[config.mk]
export PLATFORM = sky130hd
export DESIGN_NAME = rmq_div
export DESIGN_NICKNAME = d
export VERILOG_FILES = /design/src/rtl/rmq_pkg.sv /design/src/rtl/rmq_div.sv
export SDC_FILE = /design/constraint.sdc
export NUM_CORES = 2
export LEC_CHECK = 0
export BUFFER_PORTS_ARGS = -buffer_cell sky130_fd_sc_hd__buf_2
export CAP_MARGIN = 10
export CORE_AREA = 2 2 579 437
export CTS_CLUSTER_DIAMETER = 30
export DETAILED_ROUTE_END_ITERATION = 8
export DIE_AREA = 0 0 581 439
export GPL_TIMING_DRIVEN = 1
export PLACE_DENSITY = 0.65
export SLEW_MARGIN = 15
export SYNTH_ARGS = -nofsm -noshare
export SYNTH_HDL_FRONTEND = slang
export SYNTH_SLANG_ARGS = --single-unit
[constraint.sdc]
create_clock -name clock -period 21.2 [get_ports clock]
set_input_delay 1.06 -clock clock [delete_from_list [all_inputs] [get_ports clock]]
set_output_delay 1.06 -clock clock [all_outputs]
set_load 0.05 [all_outputs]
[src/rtl/rmq_pkg.sv]
// Shared types and constants for the rotation matrix to quaternion converter.
// No dependencies.
package rmq_pkg;

   localparam int COMP_W = 16;   // width of one matrix element or quaternion part
   localparam int TR_W   = 18;   // width of a sum of three elements
   localparam int NUM_W  = 17;   // width of a sum or difference of two elements

   typedef struct packed {
      logic signed [COMP_W-1:0] r00;
      logic signed [COMP_W-1:0] r01;
      logic signed [COMP_W-1:0] r02;
      logic signed [COMP_W-1:0] r10;
      logic signed [COMP_W-1:0] r11;
      logic signed [COMP_W-1:0] r12;
      logic signed [COMP_W-1:0] r20;
      logic signed [COMP_W-1:0] r21;
      logic signed [COMP_W-1:0] r22;
   } req_type;

   typedef struct packed {
      logic signed [COMP_W-1:0] qw;
      logic signed [COMP_W-1:0] qx;
      logic signed [COMP_W-1:0] qy;
      logic signed [COMP_W-1:0] qz;
   } rsp_type;

   // Which quaternion part is taken from the square root
   typedef enum logic [1:0] {
      ROOT_QW,
      ROOT_QX,
      ROOT_QY,
      ROOT_QZ
   } root_sel_type;

endpackage

[src/rtl/rmq_div.sv]
// Pipelined restoring divider: three numerators over four times the root,
// saturation and placement into the quaternion. Depends on rmq_pkg.
module rmq_div #(
   parameter int FRAC_BITS = 14,
   parameter int RT_W      = 16
) (
   input  logic                  clock,
   input  logic                  reset,
   input  logic                  in_valid,
   output logic                  in_ready,
   input  logic [RT_W-1:0]       in_root,
   input  rmq_pkg::root_sel_type in_sel,
   input  logic [3*rmq_pkg::NUM_W-1:0] in_nums,
   output logic                  rsp_valid,
   input  logic                  rsp_ready,
   output rmq_pkg::rsp_type      rsp
);
   import rmq_pkg::*;

   localparam int QB    = NUM_W;
   localparam int DEN_W = RT_W + 2;
   localparam int DV_W  = NUM_W + FRAC_BITS;
   localparam int CW    = (DV_W > DEN_W + QB) ? DV_W : DEN_W + QB;

   // stage 0 prepares, stages 1..QB each resolve one quotient bit
   logic               vld_ff  [QB+1];
   logic [DEN_W-1:0]   den_ff  [QB+1];
   logic [RT_W-1:0]    root_ff [QB+1];
   root_sel_type       sel_ff  [QB+1];
   logic               zero_ff [QB+1];
   logic [CW-1:0]      rem_ff  [QB+1][3];
   logic [QB-1:0]      quo_ff  [QB+1][3];
   logic               neg_ff  [QB+1][3];
   logic               ovf_ff  [QB+1][3];

   logic [CW-1:0]      rem_in  [QB+1][3];
   logic [QB-1:0]      quo_in  [QB+1][3];
   logic               neg_in  [3];
   logic               ovf_in  [3];
   logic               rdy     [QB+2];

   logic               out_vld_ff;
   rsp_type            rsp_ff;
   rsp_type            rsp_in;

   function automatic logic [COMP_W-1:0] sat_part(input logic [QB-1:0] q, input logic neg,
                                                  input logic ovf, input logic zero);
      logic [COMP_W-1:0] r;
      if (zero) begin
         r = '0;
      end else if (!neg) begin
         r = (ovf || q > QB'(32767)) ? COMP_W'(32767) : q[COMP_W-1:0];
      end else begin
         r = (ovf || q > QB'(32768)) ? COMP_W'(32768) : COMP_W'(-q);
      end
      return r;
   endfunction

   always_comb begin
      logic [DEN_W-1:0] den0;
      logic [NUM_W-1:0] num;
      logic [NUM_W-1:0] mag;
      logic [CW-1:0]    trial;
      den0 = {in_root, 2'b00};
      for (int j = 0; j < 3; j++) begin
         num       = in_nums[j*NUM_W +: NUM_W];
         neg_in[j] = num[NUM_W-1];
         mag       = neg_in[j] ? -num : num;
         rem_in[0][j] = CW'(mag) << FRAC_BITS;
         quo_in[0][j] = '0;
         ovf_in[j]    = rem_in[0][j] >= (CW'(den0) << QB);
      end
      for (int k = 1; k <= QB; k++) begin
         for (int j = 0; j < 3; j++) begin
            trial = CW'(den_ff[k-1]) << (QB - k);
            if (rem_ff[k-1][j] >= trial) begin
               rem_in[k][j] = rem_ff[k-1][j] - trial;
               quo_in[k][j] = quo_ff[k-1][j] | (QB'(1) << (QB - k));
            end else begin
               rem_in[k][j] = rem_ff[k-1][j];
               quo_in[k][j] = quo_ff[k-1][j];
            end
         end
      end
   end

   // Saturate and place the root part by branch
   always_comb begin
      logic [COMP_W-1:0] root_s;
      logic [COMP_W-1:0] c0;
      logic [COMP_W-1:0] c1;
      logic [COMP_W-1:0] c2;
      root_s = (32'(root_ff[QB]) > 32'd32767) ? COMP_W'(32767) : COMP_W'(root_ff[QB]);
      c0 = sat_part(quo_ff[QB][0], neg_ff[QB][0], ovf_ff[QB][0], zero_ff[QB]);
      c1 = sat_part(quo_ff[QB][1], neg_ff[QB][1], ovf_ff[QB][1], zero_ff[QB]);
      c2 = sat_part(quo_ff[QB][2], neg_ff[QB][2], ovf_ff[QB][2], zero_ff[QB]);
      unique case (sel_ff[QB])
         ROOT_QW: rsp_in = '{qw: root_s, qx: c0, qy: c1, qz: c2};
         ROOT_QX: rsp_in = '{qw: c0, qx: root_s, qy: c1, qz: c2};
         ROOT_QY: rsp_in = '{qw: c0, qx: c1, qy: root_s, qz: c2};
         ROOT_QZ: rsp_in = '{qw: c0, qx: c1, qy: c2, qz: root_s};
         default: rsp_in = '0;
      endcase
   end

   always_comb begin
      rdy[QB+1] = !out_vld_ff || rsp_ready;
      for (int k = QB; k >= 0; k--) begin
         rdy[k] = !vld_ff[k] || rdy[k+1];
      end
   end

   always_ff @(posedge clock) begin
      for (int k = 0; k <= QB; k++) begin
         if (reset) begin
            vld_ff[k] <= 1'b0;
         end else if (rdy[k]) begin
            vld_ff[k] <= (k == 0) ? in_valid : vld_ff[k-1];
         end
         if (rdy[k]) begin
            den_ff[k]  <= (k == 0) ? {in_root, 2'b00} : den_ff[k-1];
            root_ff[k] <= (k == 0) ? in_root : root_ff[k-1];
            sel_ff[k]  <= (k == 0) ? in_sel : sel_ff[k-1];
            zero_ff[k] <= (k == 0) ? (in_root == '0) : zero_ff[k-1];
            for (int j = 0; j < 3; j++) begin
               rem_ff[k][j] <= rem_in[k][j];
               quo_ff[k][j] <= quo_in[k][j];
               neg_ff[k][j] <= (k == 0) ? neg_in[j] : neg_ff[k-1][j];
               ovf_ff[k][j] <= (k == 0) ? ovf_in[j] : ovf_ff[k-1][j];
            end
         end
      end
      if (reset) begin
         out_vld_ff <= 1'b0;
      end else if (rdy[QB+1]) begin
         out_vld_ff <= vld_ff[QB];
      end
      if (rdy[QB+1]) begin
         rsp_ff <= rsp_in;
      end
   end

   assign in_ready  = rdy[0];
   assign rsp_valid = out_vld_ff;
   assign rsp       = rsp_ff;

`ifndef SYNTHESIS
   // A finished in-range division leaves a remainder below the divisor
   a_div_rem: assert property (@(posedge clock) disable iff (reset)
      (vld_ff[QB] && !zero_ff[QB]) |->
         ((ovf_ff[QB][0] || rem_ff[QB][0] < CW'(den_ff[QB])) &&
          (ovf_ff[QB][1] || rem_ff[QB][1] < CW'(den_ff[QB])) &&
          (ovf_ff[QB][2] || rem_ff[QB][2] < CW'(den_ff[QB]))))
      else $error("divider remainder not below divisor");
   // The root part, when the branch places it in qw, never comes out negative
   a_root_sign: assert property (@(posedge clock) disable iff (reset)
      (vld_ff[QB] && rdy[QB+1] && sel_ff[QB] == ROOT_QW) |=> !rsp_ff.qw[COMP_W-1])
      else $error("negative root part");
`endif

endmodule

# Word-level counts from Yosys, hierarchy flattened
# Memory sizes are Yosys's and may differ from the RTL's.
# Cells that the tools add are included.
classes:
  reduce_logical: 46
  mux: 211
  bitwise_logic: 18
  order_cmp: 61
  n_eq_ne: 3
  n_addsub: 57
ops:
  columns: ["op", "count"]
  rows:
  - ["$mux 35", 51]
  - ["$mux 16", 16]
  - ["$pmux 64 s4", 1]
  - ["$ge 31x35->1", 3]
  - ["$ge 35x18->1", 3]
  - ["$ge 35x19->1", 3]
  - ["$ge 35x20->1", 3]
  - ["$ge 35x21->1", 3]
  - ["$ge 35x22->1", 3]
  - ["$ge 35x23->1", 3]
  - ["$ge 35x24->1", 3]
  - ["$ge 35x25->1", 3]
  - ["$ge 35x26->1", 3]
  - ["$ge 35x27->1", 3]
  - ["$ge 35x28->1", 3]
  - ["$ge 35x29->1", 3]
  - ["$ge 35x30->1", 3]
  - ["$ge 35x31->1", 3]
  - ["$ge 35x32->1", 3]
  - ["$ge 35x33->1", 3]
  - ["$ge 35x34->1", 3]
  - ["$sub 35x18->35", 3]
  - ["$sub 35x19->35", 3]
  - ["$sub 35x20->35", 3]
  - ["42 further kinds", 265]
word_totals:
  n_memories: 9
  elab_cells: 410
  in_bits: 73
  ramBits: 3600
  out_inout_bits: 66
  reg_bits: 65
memory_table:
  columns: ["memory", "words", "word_bits", "read_ports", "rd_clocked_by_memory_dff", "write_ports", "line", "text"]
  rows:
  - ["rem_ff", 18, 105, 17, 0, 18, "rmq_div.sv:31", "logic [CW-1:0] rem_ff [QB+1][3];"]
  - ["quo_ff", 18, 51, 18, 0, 18, "rmq_div.sv:32", "logic [QB-1:0] quo_ff [QB+1][3];"]
  - ["den_ff", 18, 18, 17, 0, 18, "rmq_div.sv:27", "logic [DEN_W-1:0] den_ff [QB+1];"]
  - ["root_ff", 18, 16, 18, 0, 18, "rmq_div.sv:28", "logic [RT_W-1:0] root_ff [QB+1];"]
  - ["neg_ff", 18, 3, 18, 0, 18, "rmq_div.sv:33", "logic neg_ff [QB+1][3];"]
  - ["ovf_ff", 18, 3, 18, 0, 18, "rmq_div.sv:34", "logic ovf_ff [QB+1][3];"]
  - ["3 more memories", null, null, null, null, null, null, null]

# Logic depth before layout (Yosys ltp)
logic_depth:
  depth_word: 24
  ltp_mapped: 16
  ltp_nobuf: 16

# Worst setup path after synthesis
# No wires, ideal clock.
synth_path:
  path_kind: "input port to output port"
  start: "input rsp_ready"
  end: "output in_ready"
  path_stages: 10
  required_time_ps: 20140
  arrival_time_ps: 8417
  path_buffers: 0
  setup_slack_ps: 11723
  cell_sequence: "nor2b_1 > inv_1 > nor2_1 > and2_1 > and4_1 > and2_1 > inv_1 > nor2_1 > and2_1 > nand2_1"
synth_lines:
  columns: ["item", "line", "text"]
  rows:
  - ["start, declared", "rmq_div.sv:15", "input logic rsp_ready,"]
  - ["end, declared", "rmq_div.sv:10", "output logic in_ready,"]

==> impl_metrics.csv <==
group,metric,value,unit
drt,drt-initial-drc-count,9068,
logic_synthesis,ys_seq_elements,2249,
clocking,clock_latency,0.89,ns
clocking,clock_path_buffers,4,
setup_path,cp_data_required_time,20.14,ns
clocking,cts.clk_slew.worst_paths,0.05,ns
logic_synthesis,syn_nets,11922,
setup_path,crit_chain,"nor2b_1 > inv_2 > buf_4 > nor2_1 > and2_1 > and4_1 > and2_1 > inv_6 > nor2_1 > and2_1 > nand2_4 > buf_2",
timing,tns,0,ns
floorplanning,rows,159,
logic_synthesis,yosys.area_share.simple,0.1281,
timing,hold_viol,0,
finish,final_cell_area,142300,µm²
floorplanning,die_y,439,µm
logic_synthesis,async_flop_share,0,
logic_synthesis,synth_xor_xnor_area_share,0.06787,
global_route,grt_use_met3,0.05105,
global_route,gr-total-overflow,0,
drt,viasPerCell,5.882,
global_route,grt_use_met1,0.3891,
finish,drive_gt1_frac,0.09341,
hold_path,hp-class,"primary input to flip-flop",
logic_synthesis,synth-seq-area-share,0.5428,
pwr,p_leak,56.17,nW
logic_synthesis,synthAdderAreaFrac,0.09311,
logic_synthesis,synthDistinctLibCells,95,
setup_path,cpPeakStageDelay,0.58,ns
drt,ant_nets,0,
setup_path,reg2reg_depth,12,
place,portBuffers,138,
drt,wl_per_cell,22.46,µm
finish,final_nets,12302,
clocking,cts_buffers,393,
timing,slew_viol_final,0,
setup_path,crit_fanout,65,
timing,setup_viol,0,
global_route,gr-max-usage-layer,"met1",
timing,clock.fmax,156.5,MHz
setup_path,end_kind,"primary output",
timing,period_minus_slack,6.391,ns
hold_path,hold-path-endpoint,"sel_ff[0][1]",
finish,final_cell_mix,"edfxtp_1 (2248), nand2_1 (936), ha_1 (849)",
global_route,antenna_found_initial,28,
floorplanning,dieArea,255100,µm²
logic_synthesis,synth.avg_cell_area,11.36,µm²
logic_synthesis,synth_warnings,0,
place,place_congestion,0.9799,
clocking,cts_tree,"built",
setup_path,critPathLaunchType,"flip-flop",
timing,tightest_slew,1.166,ns
drt,drc_errors,0,
timing,finClkSkew,0.06520,ns
clocking,cts_resized,0,
logic_synthesis,synth_area_leader_cell,"edfxtp_1",
logic_synthesis,synthMuxAreaShare,0.01211,
clocking,hold_buffers,0,
global_route,grt_pass1_wl,504.6,mm
setup_path,r2r_end,"rem_ff[0][88]",
timing,rsz0062_at_grt,"false",
logic_synthesis,synth_compound_area_frac,0.1318,
logic_synthesis,synth_top_cells_by_area,"edfxtp_1 (54%), ha_1 (8.5%), xnor2_1 (3.7%)",
setup_path,r2r_slack,16.10,ns
setup_path,path_common_cell,"and2_1",
drt,vias,88015,
setup_path,cp_num_buf_inv,4,
logic_synthesis,syn_inst,10952,
finish,syn2layout_area_growth,14.40,%
global_route,grt_util_all_layers,0.2591,
clocking,cts.sinks,2249,
run_status,status,"finished clean",
hold_path,hold_path_depth,1,
floorplanning,initial_core_util,0.4991,
logic_synthesis,synth_top_family_by_area,"compound AO/OA/AOI/OAI gates",
setup_path,worstSetupPathType,"flip-flop to primary output",
drt,firstDrtPassIters,8,
pwr,p_per_area,149.0,nW/µm²
run,maxCapViolCount,0,
logic_synthesis,netlist_area,124400,µm²
floorplanning,core,249300,µm²
timing,slew_headroom,0.2227,
setup_path,rr_startpoint,"rsp_valid",
logic_synthesis,synth-main-ff-cell,"edfxtp_1",
place,hpwlAfterDp,264.8,mm
floorplanning,fp.dieW,581,µm
setup_path,crit_slowest_cell,"nor2_1",
setup_path,arrival,5.33,ns
floorplanning,boundaryPins,139,
global_route,grtUsageMet2,0.3719,
clocking,cts_max_level,5,
clocking,cts_root_buffer,"clkbuf_16",
timing,fin_crit_sh,0.3014,
setup_path,crit_family,"simple AND/OR/NAND/NOR gates",
global_route,grt_max_degree,87,
logic_synthesis,yosysTopAreaCellShare,0.5426,
drt,routed_wl,336.1,mm
finish,final_common_cell,"edfxtp_1",
global_route,grt_pass1_vias,83330,
pwr,finalPower,21.21,mW
hold_path,hold_start,"in_sel[1]",
clocking,cts_setup_buffers,0,
place,placed_area,129100,µm²
logic_synthesis,synth_edf_count,2248,
pwr,peakVddDrop,0.08124,mV
[sequential cells by signal, summed over array words and instances (netlist names)]
name	flops
neg_ff	54
rsp_valid	1
zero_ff	18
vld_ff	18
quo_ff	459
root_ff	128
den_ff	160
sel_ff	36
rem_ff	1257
rsp	64
ovf_ff	54
[area by class of cell]
type,count,area (µm²)
diodes,6,15.01
clock buffers,426,10090
clock inverters,295,3088
fillers,20327,107000
inverters,578,2202
multi-input cells,7907,54090
flip-flops and latches,2249,67520
well taps,3300,4129
repair buffers,203,1179
[worst register-to-register path: stages, from the launching register on]
cell and delay [ns]:
dfxtp_1 0.32, nor2b_1 0.33, inv_2 0.05, buf_4 0.33
nor2_1 0.45, and2_1 0.43, and4_1 0.40, and2_1 0.34
inv_6 0.24, nor2_1 0.59, and2_1 0.35, nand2_4 0.27
buf_4 0.50
[metal layers]
metal | wire [µm] | vias to the layer above | part of all wire
met5 | 66 | - | 0.00020
met4 | 11430 | 8 | 0.034
met3 | 27600 | 576 | 0.082
met2 | 138100 | 3319 | 0.41
met1 | 158900 | 42325 | 0.47
li1 | - | 41787 | -
[where the power goes]
group	switching, mW	internal, mW
clock network	2.27	3.90
registers	1.12	6.75
logic	4.14	3.02
total	7.53	13.7
[synthesized netlist by cell type (all sizes together) (198+ instances only)]
cell    number
clkbuf     198
xnor2      519
edfxtp    2248
inv        576
a21o       261
xor2       445
a21oi      713
nor3       295
o21ai      848
ha         849
nor2       750
nand2      942
[cell families (layout without fill, tap and decap cells)]
kind of cell    Yosys count  after routing
compound gates         2660           2660
xor+xnor                964            964
simple gates           3250           3250
other cells               0              6
fa+ha+maj               897            897
mux                     136            136
flops                  2249           2249
buf+inv                 796           1502
[stage by stage]
stage	worst slack, ns	util	std cells	hold WS (ns)
after floorplan	11.72	-	10952	0.4003
after global placement	14.87	0.5179	14237	0.4000
after detailed placement	14.85	0.5179	14237	0.4045
after CTS	14.68	0.5708	14958	0.2955
after global routing	14.43	0.5709	14959	0.3130
final	14.81	0.5709	14964	0.3581
[worst max-delay path by stage]
stage,endpoint,start,cells after the start
2_1_floorplan,in_ready,rsp_ready,10
5_1_grt,in_ready,rsp_valid,12
4_1_cts,in_ready,rsp_valid,12
3_5_place_dp,in_ready,rsp_ready,13
3_3_place_gp,in_ready,rsp_ready,13
6_report,in_ready,rsp_valid,12
Note: power is estimated with default switching activity, not from simulation.
