$ cat src/rtl/rmq_pkg.sv
// Shared types and constants for the rotation matrix to quaternion converter.
// No dependencies.
package rmq_pkg;

   localparam int COMP_W = 16;   // width of one matrix element or quaternion part
   localparam int TR_W   = 18;   // width of a sum of three elements
   localparam int NUM_W  = 17;   // width of a sum or difference of two elements

   typedef struct packed {
      logic signed [COMP_W-1:0] r00;
      logic signed [COMP_W-1:0] r01;
      logic signed [COMP_W-1:0] r02;
      logic signed [COMP_W-1:0] r10;
      logic signed [COMP_W-1:0] r11;
      logic signed [COMP_W-1:0] r12;
      logic signed [COMP_W-1:0] r20;
      logic signed [COMP_W-1:0] r21;
      logic signed [COMP_W-1:0] r22;
   } req_type;

   typedef struct packed {
      logic signed [COMP_W-1:0] qw;
      logic signed [COMP_W-1:0] qx;
      logic signed [COMP_W-1:0] qy;
      logic signed [COMP_W-1:0] qz;
   } rsp_type;

   // Which quaternion part is taken from the square root
   typedef enum logic [1:0] {
      ROOT_QW,
      ROOT_QX,
      ROOT_QY,
      ROOT_QZ
   } root_sel_type;

endpackage

$ cat src/rtl/rmq_sqrt.sv
// Pipelined integer square root, one result bit per register stage.
// Depends on rmq_pkg; carries an opaque side vector alongside each request.
module rmq_sqrt #(
   parameter int FRAC_BITS = 14,
   parameter int S_W       = 19,
   parameter int RT_W      = 16,
   parameter int SIDE_W    = 53
) (
   input  logic              clock,
   input  logic              reset,
   input  logic              in_valid,
   output logic              in_ready,
   input  logic [S_W-1:0]    in_s,
   input  logic [SIDE_W-1:0] in_side,
   output logic              out_valid,
   input  logic              out_ready,
   output logic [RT_W-1:0]   out_root,
   output logic [SIDE_W-1:0] out_side
);
   import rmq_pkg::*;

   localparam int RAD_W = 2 * RT_W;

   logic              vld_ff  [RT_W];
   logic [RAD_W-1:0]  rem_ff  [RT_W];
   logic [RT_W-1:0]   root_ff [RT_W];
   logic [SIDE_W-1:0] side_ff [RT_W];

   logic [RAD_W-1:0]  rem_in  [RT_W];
   logic [RT_W-1:0]   root_in [RT_W];
   logic              rdy     [RT_W+1];

   // Stage k decides root bit RT_W-1-k
   always_comb begin
      logic [RAD_W-1:0] rem_src;
      logic [RT_W-1:0]  root_src;
      logic [RAD_W-1:0] trial;
      for (int k = 0; k < RT_W; k++) begin
         if (k == 0) begin
            rem_src  = RAD_W'(in_s) << (FRAC_BITS - 2);
            root_src = '0;
         end else begin
            rem_src  = rem_ff[k-1];
            root_src = root_ff[k-1];
         end
         trial = (RAD_W'(root_src) << (RT_W - k)) | (RAD_W'(1) << (2 * (RT_W - 1 - k)));
         if (rem_src >= trial) begin
            rem_in[k]  = rem_src - trial;
            root_in[k] = root_src | (RT_W'(1) << (RT_W - 1 - k));
         end else begin
            rem_in[k]  = rem_src;
            root_in[k] = root_src;
         end
      end
   end

   // Advance a stage when it is empty or its successor advances
   always_comb begin
      rdy[RT_W] = out_ready;
      for (int k = RT_W - 1; k >= 0; k--) begin
         rdy[k] = !vld_ff[k] || rdy[k+1];
      end
   end

   always_ff @(posedge clock) begin
      for (int k = 0; k < RT_W; k++) begin
         if (reset) begin
            vld_ff[k] <= 1'b0;
         end else if (rdy[k]) begin
            vld_ff[k] <= (k == 0) ? in_valid : vld_ff[k-1];
         end
         if (rdy[k]) begin
            rem_ff[k]  <= rem_in[k];
            root_ff[k] <= root_in[k];
            side_ff[k] <= (k == 0) ? in_side : side_ff[k-1];
         end
      end
   end

   assign in_ready  = rdy[0];
   assign out_valid = vld_ff[RT_W-1];
   assign out_root  = root_ff[RT_W-1];
   assign out_side  = side_ff[RT_W-1];

`ifndef SYNTHESIS
   // Exact floor root leaves a remainder of at most twice the root
   a_rem_bound: assert property (@(posedge clock) disable iff (reset)
      vld_ff[RT_W-1] |-> (rem_ff[RT_W-1] <= (RAD_W'(root_ff[RT_W-1]) << 1)))
      else $error("sqrt remainder out of range");
   // Holding off the source only happens with the first stage occupied
   a_hold: assert property (@(posedge clock) disable iff (reset)
      !in_ready |-> vld_ff[0])
      else $error("sqrt stalled while empty");
`endif

endmodule

$ cat config.mk
export PLATFORM = sky130hd
export DESIGN_NAME = rmq_sqrt
export DESIGN_NICKNAME = d
export VERILOG_FILES = /design/src/rtl/rmq_pkg.sv /design/src/rtl/rmq_sqrt.sv
export SDC_FILE = /design/constraint.sdc
export NUM_CORES = 1
export LEC_CHECK = 0
export BUFFER_PORTS_ARGS = -buffer_cell sky130_fd_sc_hd__buf_2
export CAP_MARGIN = 40
export CORE_AREA = 2 2 370 299
export CTS_CLUSTER_DIAMETER = 40
export CTS_CLUSTER_SIZE = 16
export DETAILED_ROUTE_END_ITERATION = 16
export DIE_AREA = 0 0 372 301
export GPL_ROUTABILITY_DRIVEN = 1
export PLACE_DENSITY = 0.62
export SLEW_MARGIN = 20
export SYNTH_ARGS = -nofsm -noshare
export SYNTH_HDL_FRONTEND = slang
export SYNTH_SLANG_ARGS = --single-unit
export TNS_END_PERCENT = 10
$ cat constraint.sdc
create_clock -name clock -period 13.1 [get_ports clock]
set_input_delay 1.965 -clock clock [delete_from_list [all_inputs] [get_ports clock]]
set_output_delay 1.965 -clock clock [all_outputs]
set_load 0.005 [all_outputs]
# ---- After elaboration in Yosys (flattened, before gate mapping)
# Memory sizes are Yosys's and may differ from the RTL's.
# Cells that the tools add are included.
# Widths: inputs -> output; s select.
dict set report op_classes {
  add_sub_neg 16
  magnitude_cmp 16
  n_mux 114
  bitwise 16
  reduce_logical 32
}
# cell count
set ops {}
lappend ops {{$mux 32} 16}
lappend ops {{$mux 1} 83}
lappend ops {{$ge 32x17->1} 1}
lappend ops {{$ge 32x18->1} 1}
lappend ops {{$ge 32x19->1} 1}
lappend ops {{$ge 32x20->1} 1}
lappend ops {{$ge 32x21->1} 1}
lappend ops {{$ge 32x22->1} 1}
lappend ops {{$ge 32x23->1} 1}
lappend ops {{$ge 32x24->1} 1}
lappend ops {{$ge 32x25->1} 1}
lappend ops {{$ge 32x26->1} 1}
lappend ops {{$ge 32x27->1} 1}
lappend ops {{$ge 32x28->1} 1}
lappend ops {{$ge 32x29->1} 1}
lappend ops {{$ge 32x30->1} 1}
lappend ops {{$ge 32x31->1} 1}
lappend ops {{$sub 31x31->32 const B} 1}
lappend ops {{$sub 32x17->32} 1}
lappend ops {{$sub 32x18->32} 1}
lappend ops {{$sub 32x19->32} 1}
lappend ops {{$sub 32x20->32} 1}
lappend ops {{$sub 32x21->32} 1}
lappend ops {{$sub 32x22->32} 1}
lappend ops {{other kinds (28)} 73}
dict set report totals {
  regBits 0
  mem_bits_rw 1632
  output_inout_bits 71
  elab_cells 198
  n_memories 4
}
# memory depth width rd rd_ports_with_merged_regs write_ports line
set mem_list {}
lappend mem_list {side_ff 16 53 16 0 16 rmq_sqrt.sv:27} ;# logic [SIDE_W-1:0] side_ff [RT_W];
lappend mem_list {rem_ff 16 32 15 0 16 rmq_sqrt.sv:25} ;# logic [RAD_W-1:0] rem_ff [RT_W];
lappend mem_list {root_ff 16 16 16 0 16 rmq_sqrt.sv:26} ;# logic [RT_W-1:0] root_ff [RT_W];
lappend mem_list {vld_ff 16 1 16 0 16 rmq_sqrt.sv:24} ;# logic vld_ff [RT_W];

# ---- Depth between registers and ports, before layout
# Gate-level depths: netlist of run 1.
dict set report logic_depth {
  ltp_word 21
  mapped_depth 13
  depth_no_buf 12
}

# ---- Worst setup path before layout of run 1
# OpenSTA, ideal clock, no wires.
dict set report synth_path {
  path_kind {input port to output port}
  start {in out_ready}
  end {out in_ready}
  arrival_time_ns 8.723
  required_ns 11.135
  setup_slack_ns 2.412
  cell_stages 8
  path_cell_list {nor2b_1 > nand2_1 > nor2_1 > and2_0 > inv_1 > nor3_1 > and2_1 > nand2_1}
}
# item line
set synth_rtl {}
lappend synth_rtl {{start, declared} rmq_sqrt.sv:16} ;# input logic out_ready,
lappend synth_rtl {{end, declared} rmq_sqrt.sv:12} ;# output logic in_ready,

==> results of run 1 <==
[cell usage after synthesis, types with 4 or more instances]
| cell | n | area (um2) |
|---|---|---|
| nand2_1 | 135 | 507 |
| o211ai_1 | 4 | 30.0 |
| a21o_1 | 35 | 263 |
| o21ai_0 | 96 | 480 |
| mux2_2 | 31 | 349 |
| nor4b_1 | 7 | 61.3 |
| nand4b_1 | 5 | 43.8 |
| clkbuf_1 | 13 | 48.8 |
| and3_1 | 8 | 50.1 |
| buf_2 | 6 | 30.0 |
| inv_1 | 177 | 664 |
| or4_1 | 8 | 60.1 |
| a31oi_1 | 12 | 75.1 |
| nor2b_1 | 17 | 106 |
| nand3b_1 | 12 | 90.1 |
| o21a_1 | 20 | 150 |
| o21bai_1 | 6 | 45.0 |
| and2_1 | 4 | 25.0 |
| xor2_1 | 83 | 727 |
| or2_2 | 7 | 43.8 |
| mux2i_1 | 5 | 50.1 |
| nor3b_1 | 11 | 82.6 |
| nor4_1 | 38 | 238 |
| buf_4 | 18 | 135 |
| or3_1 | 25 | 156 |
| fa_1 | 5 | 100 |
| nand3_1 | 37 | 185 |
| xnor2_1 | 100 | 876 |
| o311ai_0 | 4 | 35.0 |
| a211oi_1 | 13 | 97.6 |
| ha_1 | 137 | 1710 |
| a2111oi_0 | 4 | 35.0 |
| nor2_1 | 125 | 469 |
| a21oi_1 | 98 | 490 |
| edfxtp_1 | 1325 | 39800 |
| nand4_1 | 13 | 81.3 |
| and3b_1 | 9 | 78.8 |
| o31ai_1 | 13 | 97.6 |
| nand2b_1 | 30 | 188 |
| nor3_1 | 47 | 235 |
[registers in the layout (all words and copies together) (netlist names)]
| name | flops |
|---|---|
| side_ff | 848 |
| rem_ff | 325 |
| root_ff | 136 |
| vld_ff | 16 |
[power by group through the flow]
stage	Sequential [mW]	Clock [mW]	Combinational (mW)
floorplan	5.64	0	1.19
global placement	5.78	0	1.43
detailed placement	5.79	0	1.48
CTS	5.70	3.90	1.49
global route	5.77	4.07	1.68
finish	5.70	3.79	1.49
[logic make-up after synthesis]
logic type / count (synthesis) / share of synthesized area (%)
compound gates: 337 / 4.29
xor+xnor: 183 / 3.23
fa+ha+maj: 142 / 3.66
buf+inv: 219 / 1.85
flops: 1325 / 80.3
mux: 37 / 0.828
other cells: 1 / 0.00757
simple gates: 556 / 5.84
[how the worst min path moves through the flow]
stage                       to  depth (start not counted)            start
2_1_floorplan   side_ff[10][0]                          0    side_ff[9][0]
3_3_place_gp    side_ff[3][37]                          0   side_ff[2][37]
3_5_place_dp    side_ff[10][1]                          0    side_ff[9][1]
4_1_cts          side_ff[5][4]                          0    side_ff[4][4]
5_1_grt        side_ff[11][44]                          0  side_ff[10][44]
6_report       side_ff[11][50]                          0  side_ff[10][50]
[cell type report]
class,count,area (um2)
flip-flops and latches,1325,39800
fillers,8377,51000
multi-input cells,1257,8930
inverters,179,674
clock inverters,92,980
clock buffers,149,3520
repair buffers,181,1290
well taps,1430,1790
[worst reg2reg max path: cells and delay by family (launching register included)]
kind          cells  cell delay [ns]
flops             1             0.33
buf+inv           4             0.98
simple gates      7             2.28
[placed cells by master (no fill, tap or decap), drive strengths merged, types with 6 or more instances in the layout]
cell      netlist  final
o31ai          14     14
nand2b         31     31
edfxtp       1325   1325
nor2b          17     17
o21ai          99     99
buf            27    180
nand4          13     13
o21a           20     20
nor2          126    126
nor3           49     49
o21bai          6      6
clkbuf         13    150
nor4           40     40
a21oi          98     98
nand2         135    135
nand3          37     37
nand3b         12     12
ha            137    137
a2111oi         6      6
mux2           32     32
clkinv          0     41
inv           179    206
or2             8      8
and3            8      8
xnor2         100    100
bufinv          0      9
a21o           35     35
or4            10     10
a31oi          12     12
xor2           83     83
or3            25     25
and3b           9      9
clkinvlp        0     15
nor4b           7      7
a211oi         13     13
nor3b          11     11
[through the flow]
step | total power [mW] | hold slack [ns] | utilization, % | area [um2] | setup slack, ns
after floorplan | 6.83 | 0.400 | - | 49600 | 2.41
after global placement | 7.21 | 0.403 | 48.2 | 52000 | 6.03
after detailed placement | 7.27 | 0.405 | 48.5 | 52300 | 6.22
after CTS | 11.1 | 0.401 | 52.6 | 56800 | 6.19
after global routing | 11.5 | 0.403 | 52.8 | 57000 | 5.99
final | 11.0 | 0.399 | 52.8 | 57000 | 6.26
[routing by layer]
metal	share of wire (%)	vias to the layer above
li1	-	11200
met1	47	11100
met2	46	468
met3	4.6	143
met4	2.4	0
met5	0	-
==> results.ini, run 1 <==
[outcome]
status = finished, final reports clean

[setup_path]
startpoint = out_ready
path_class = input port to output pin
cpMaxStageDelayCell = and2_0
cp.arrival_ns = 4.88
cpLargestDelayFamily = simple AND/OR/NAND/NOR gates
path_cells = buf_2 > nor2b_1 > nand2_4 > nor2_1 > and2_0 > inv_2 > buf_4 > nor3_1 > buf_4 > and2_1 > nand2_4 > buf_2
reg2reg_from = vld_ff[1][7]
reg2reg_setup_slack_ns = 9.25
reg2reg_depth = 11
setup.worst_path.start_class = input port
worstReg2RegEnd = vld_ff[0][4]
cp-end-kind = output pin
cp_num_buf_inv = 5
cp_max_fo = 49
worst-path-stages = 12
required_ns = 11.14
endpoint = in_ready
slowest_delay_ns = 0.46

[routing]
vias = 22900
antenna_left = 0
drt_first_pass_iters = 5
drt-total-wl_mm = 77.8
drc = 0
drt_iter0_drc = 1496
wire_per_inst_um = 16.9
avgViaCountPerCell = 4.97

[placed_design]
gp_congestion = 0.828
hpwl_mm = 54.3
dp.cells = 4366
port_buffers = 146

[power_and_ir_drop]
combPwrFrac_pct = 13.6
power_density_mw_per_mm2 = 193
power_frac_seq_pct = 51.9
p_int_mw = 8.21
peakVddDrop_uv = 112
swShare_pct = 25.2
switching_power_mw = 2.77
pwr-share-clk_pct = 34.5
p_leak_nw = 21.8

[sta]
max_freq_ghz = 0.146
hold_viol_final = 0
fin_setup_tns_ns = 0
setup-violations-final = 0
period_share_pct = 52.2
max_slew_margin_pct = 44.4
final_max_slew_viol_count = 0
period_needed_ns = 6.84
rsz0062_at_grt = false
finClkSkew_ns = 0.0334
tightest_slew_ns = 0.828

[floorplanning]
die_y_um = 301
die_area_mm2 = 0.112
core_area_mm2 = 0.108
pin_count = 147
initial_core_util_pct = 45.9
dieWidth_um = 372
core.rowCount = 108

[min_path]
hp-class = flip-flop to flip-flop

[clock_tree]
path_clk_slew_ns = 0.07
cts_buffers = 138
htree_levels = 4
root_buffer = clkbuf_16
cts_tree = built
cts.sinks = 1325
cts.hold.buffers_added = 0
cts_resized = 0
cts.path.max_buffers = 3
postCtsSetupBuffers = 0
clock_latency_ns = 0.75

[grt]
met1_usage_pct = 20.2
grt_util_all_layers_pct = 14.3
grt_first_pass_wirelength_mm = 126
overflow = 0
antenna_found_initial = 2
met2_usage_pct = 22.0
grt_max_degree = 75
busiest_layer = met2
gr-usage-met3_pct = 3.12
grt_pass1_vias = 23400

[run]
maxCapViolations = 0

[layout]
syn2layout_area_growth_pct = 15.0
num_antenna_cells = 0
stdcell_count = 4613
final_layout_size_suffix_gt1_share_pct = 14.8
nets = 3300

[yosys]
synth_cell_types = 80
ys_warn_count = 0
synth_ff_type = edfxtp_1
synth_edf_count = 1325
ys_seq_elements = 1325
synth_area_mm2 = 0.0496
synth_cells = 2800
ys_seq_area_share_pct = 80.3
syn-mean-instance-area_um2 = 17.7
async_flop_share_pct = 0

No activity file was read; power rests on OpenSTA's default activity.
==> inputs of run 2 (changes only) <==
- clock period: 13.1 -> 7.15 ns (I/O delays scaled with it)
==> results.ini, run 2 (same netlist as run 1, synthesis figures left out) <==
[routing]
drc = 0
wire_per_inst_um = 16.6
drt_first_pass_iters = 5
drt_iter0_drc = 1608
vias = 22800
drt-total-wl_mm = 76.9
avgViaCountPerCell = 4.94
antenna_left = 0

[sta]
hold_viol_final = 0
period_needed_ns = 5.57
fin_setup_tns_ns = 0
rsz0062_at_grt = false
final_max_slew_viol_count = 0
max_slew_margin_pct = 46.0
max_freq_ghz = 0.180
period_share_pct = 77.9
finClkSkew_ns = 0.0351
tightest_slew_ns = 0.790
setup-violations-final = 0

[setup_path]
setup.worst_path.start_class = input port
endpoint = in_ready
path_class = input port to output pin
path_cells = buf_2 > nor2b_1 > nand2_4 > nor2_1 > and2_0 > inv_2 > nor3_1 > buf_4 > and2_1 > nand2_4 > buf_4 > buf_16 > buf_2
cp-end-kind = output pin
reg2reg_depth = 11
worst-path-stages = 13
cp.arrival_ns = 4.50
cpLargestDelayFamily = simple AND/OR/NAND/NOR gates
reg2reg_setup_slack_ns = 3.32
cpMaxStageDelayCell = and2_0
startpoint = out_ready
reg2reg_from = vld_ff[1][7]
slowest_delay_ns = 0.49
required_ns = 6.08
cp_num_buf_inv = 6
worstReg2RegEnd = side_ff[0][11]
cp_max_fo = 62

[grt]
antenna_found_initial = 7
grt_max_degree = 76
grt_pass1_vias = 23000
overflow = 0
grt_first_pass_wirelength_mm = 125
grt_util_all_layers_pct = 14.1

[clock_tree]
cts.sinks = 1325
cts.hold.buffers_added = 0
root_buffer = clkbuf_16
htree_levels = 4
postCtsSetupBuffers = 0
path_clk_slew_ns = 0.06
clock_latency_ns = 0.74
cts_resized = 0
cts_tree = built
cts.path.max_buffers = 3
cts_buffers = 140

[power_and_ir_drop]
power_density_mw_per_mm2 = 359
p_int_mw = 15.4
combPwrFrac_pct = 13.4
switching_power_mw = 5.17
p_leak_nw = 22.0
pwr-share-clk_pct = 35.7
peakVddDrop_uv = 254
power_frac_seq_pct = 50.9
swShare_pct = 25.2

[layout]
final_layout_size_suffix_gt1_share_pct = 15.1
stdcell_count = 4619
nets = 3302
syn2layout_area_growth_pct = 15.7
final_common_cell = edfxtp_1
top_regs = side_ff: 848 flops, rem_ff: 325 flops, root_ff: 136 flops
stdcell_area_mm2 = 0.0573
largest_register = side_ff
largest_register_ffs = 848
layout_common_cells = 1,325 x edfxtp_1, 171 x inv_1, 146 x buf_2

[outcome]
status = finished, final reports clean

[floorplanning]
pin_count = 147
die_y_um = 301
core_area_mm2 = 0.108
initial_core_util_pct = 45.9
die_area_mm2 = 0.112
dieWidth_um = 372
core.rowCount = 108

[placed_design]
gp_congestion = 0.833
port_buffers = 146
dp.cells = 4365
placed_area_mm2 = 0.0523
hpwl_mm = 53.5

[min_path]
worstHoldStart = side_ff[3][24]
worstHoldPathCells = 0
hp-class = flip-flop to flip-flop

[run]
maxCapViolations = 0

## run 2: cell types whose count changed in the layout (fill, tap and decap cells not counted), moves of 2 or more
cell	delta
clkbuf_1	-5
clkinv_8	+6
inv_6	-5
bufinv_16	+8
inv_8	-4
clkinv_4	+2
clkinv_2	+3
inv_16	+2
clkinvlp_4	-3
## run 2: final cells by class
type                    count  area [um2]
fillers                  8410       50700
flip-flops and latches   1325       39800
multi-input cells        1257        8930
clock buffers             145        3520
well taps                1430        1790
clock inverters           101        1310
repair buffers            181        1290
inverters                 179         674
diodes                      1        2.50
## run 2: metrics by stage
stage / power [mW] / hold WS, ns / setup WS, ns / utilization [%]
detailed placement: 13.4 / 0.405 / 1.50 / 48.4
global placement: 13.3 / 0.402 / 1.61 / 48.2
floorplan: 12.5 / 0.400 / -0.754 / -
CTS: 20.8 / 0.404 / 1.46 / 52.9
finish: 20.6 / 0.405 / 1.58 / 53.1
global route: 21.5 / 0.406 / 1.24 / 53.1
## run 2: how the worst min path moves through the flow
| stage | slack (ns) | endpoint |
|---|---|---|
| 3_5_place_dp | 0.40 | side_ff[10][16] |
| 6_report | 0.41 | side_ff[4][24] |
| 3_3_place_gp | 0.40 | side_ff[5][12] |
| 5_1_grt | 0.41 | side_ff[12][41] |
| 4_1_cts | 0.40 | side_ff[5][38] |
| 2_1_floorplan | 0.40 | side_ff[10][0] |
## run 2: routing by layer
metal  global-route usage, %  vias to the layer above  share of wire (%)
met3                    3.22                      137                5.0
met2                    21.9                      496                 46
met4                    4.87                        0                2.3
met5                       0                        -                  0
li1                        -                    11200                  -
met1                    19.7                    11000                 47
## run 2: power groups by stage
stage	Sequential [mW]	Combinational [mW]	Clock, mW
global route	10.6	3.10	7.85
finish	10.5	2.76	7.34
detailed placement	10.6	2.74	0
CTS	10.5	2.76	7.56
global placement	10.6	2.66	0
floorplan	10.3	2.17	0
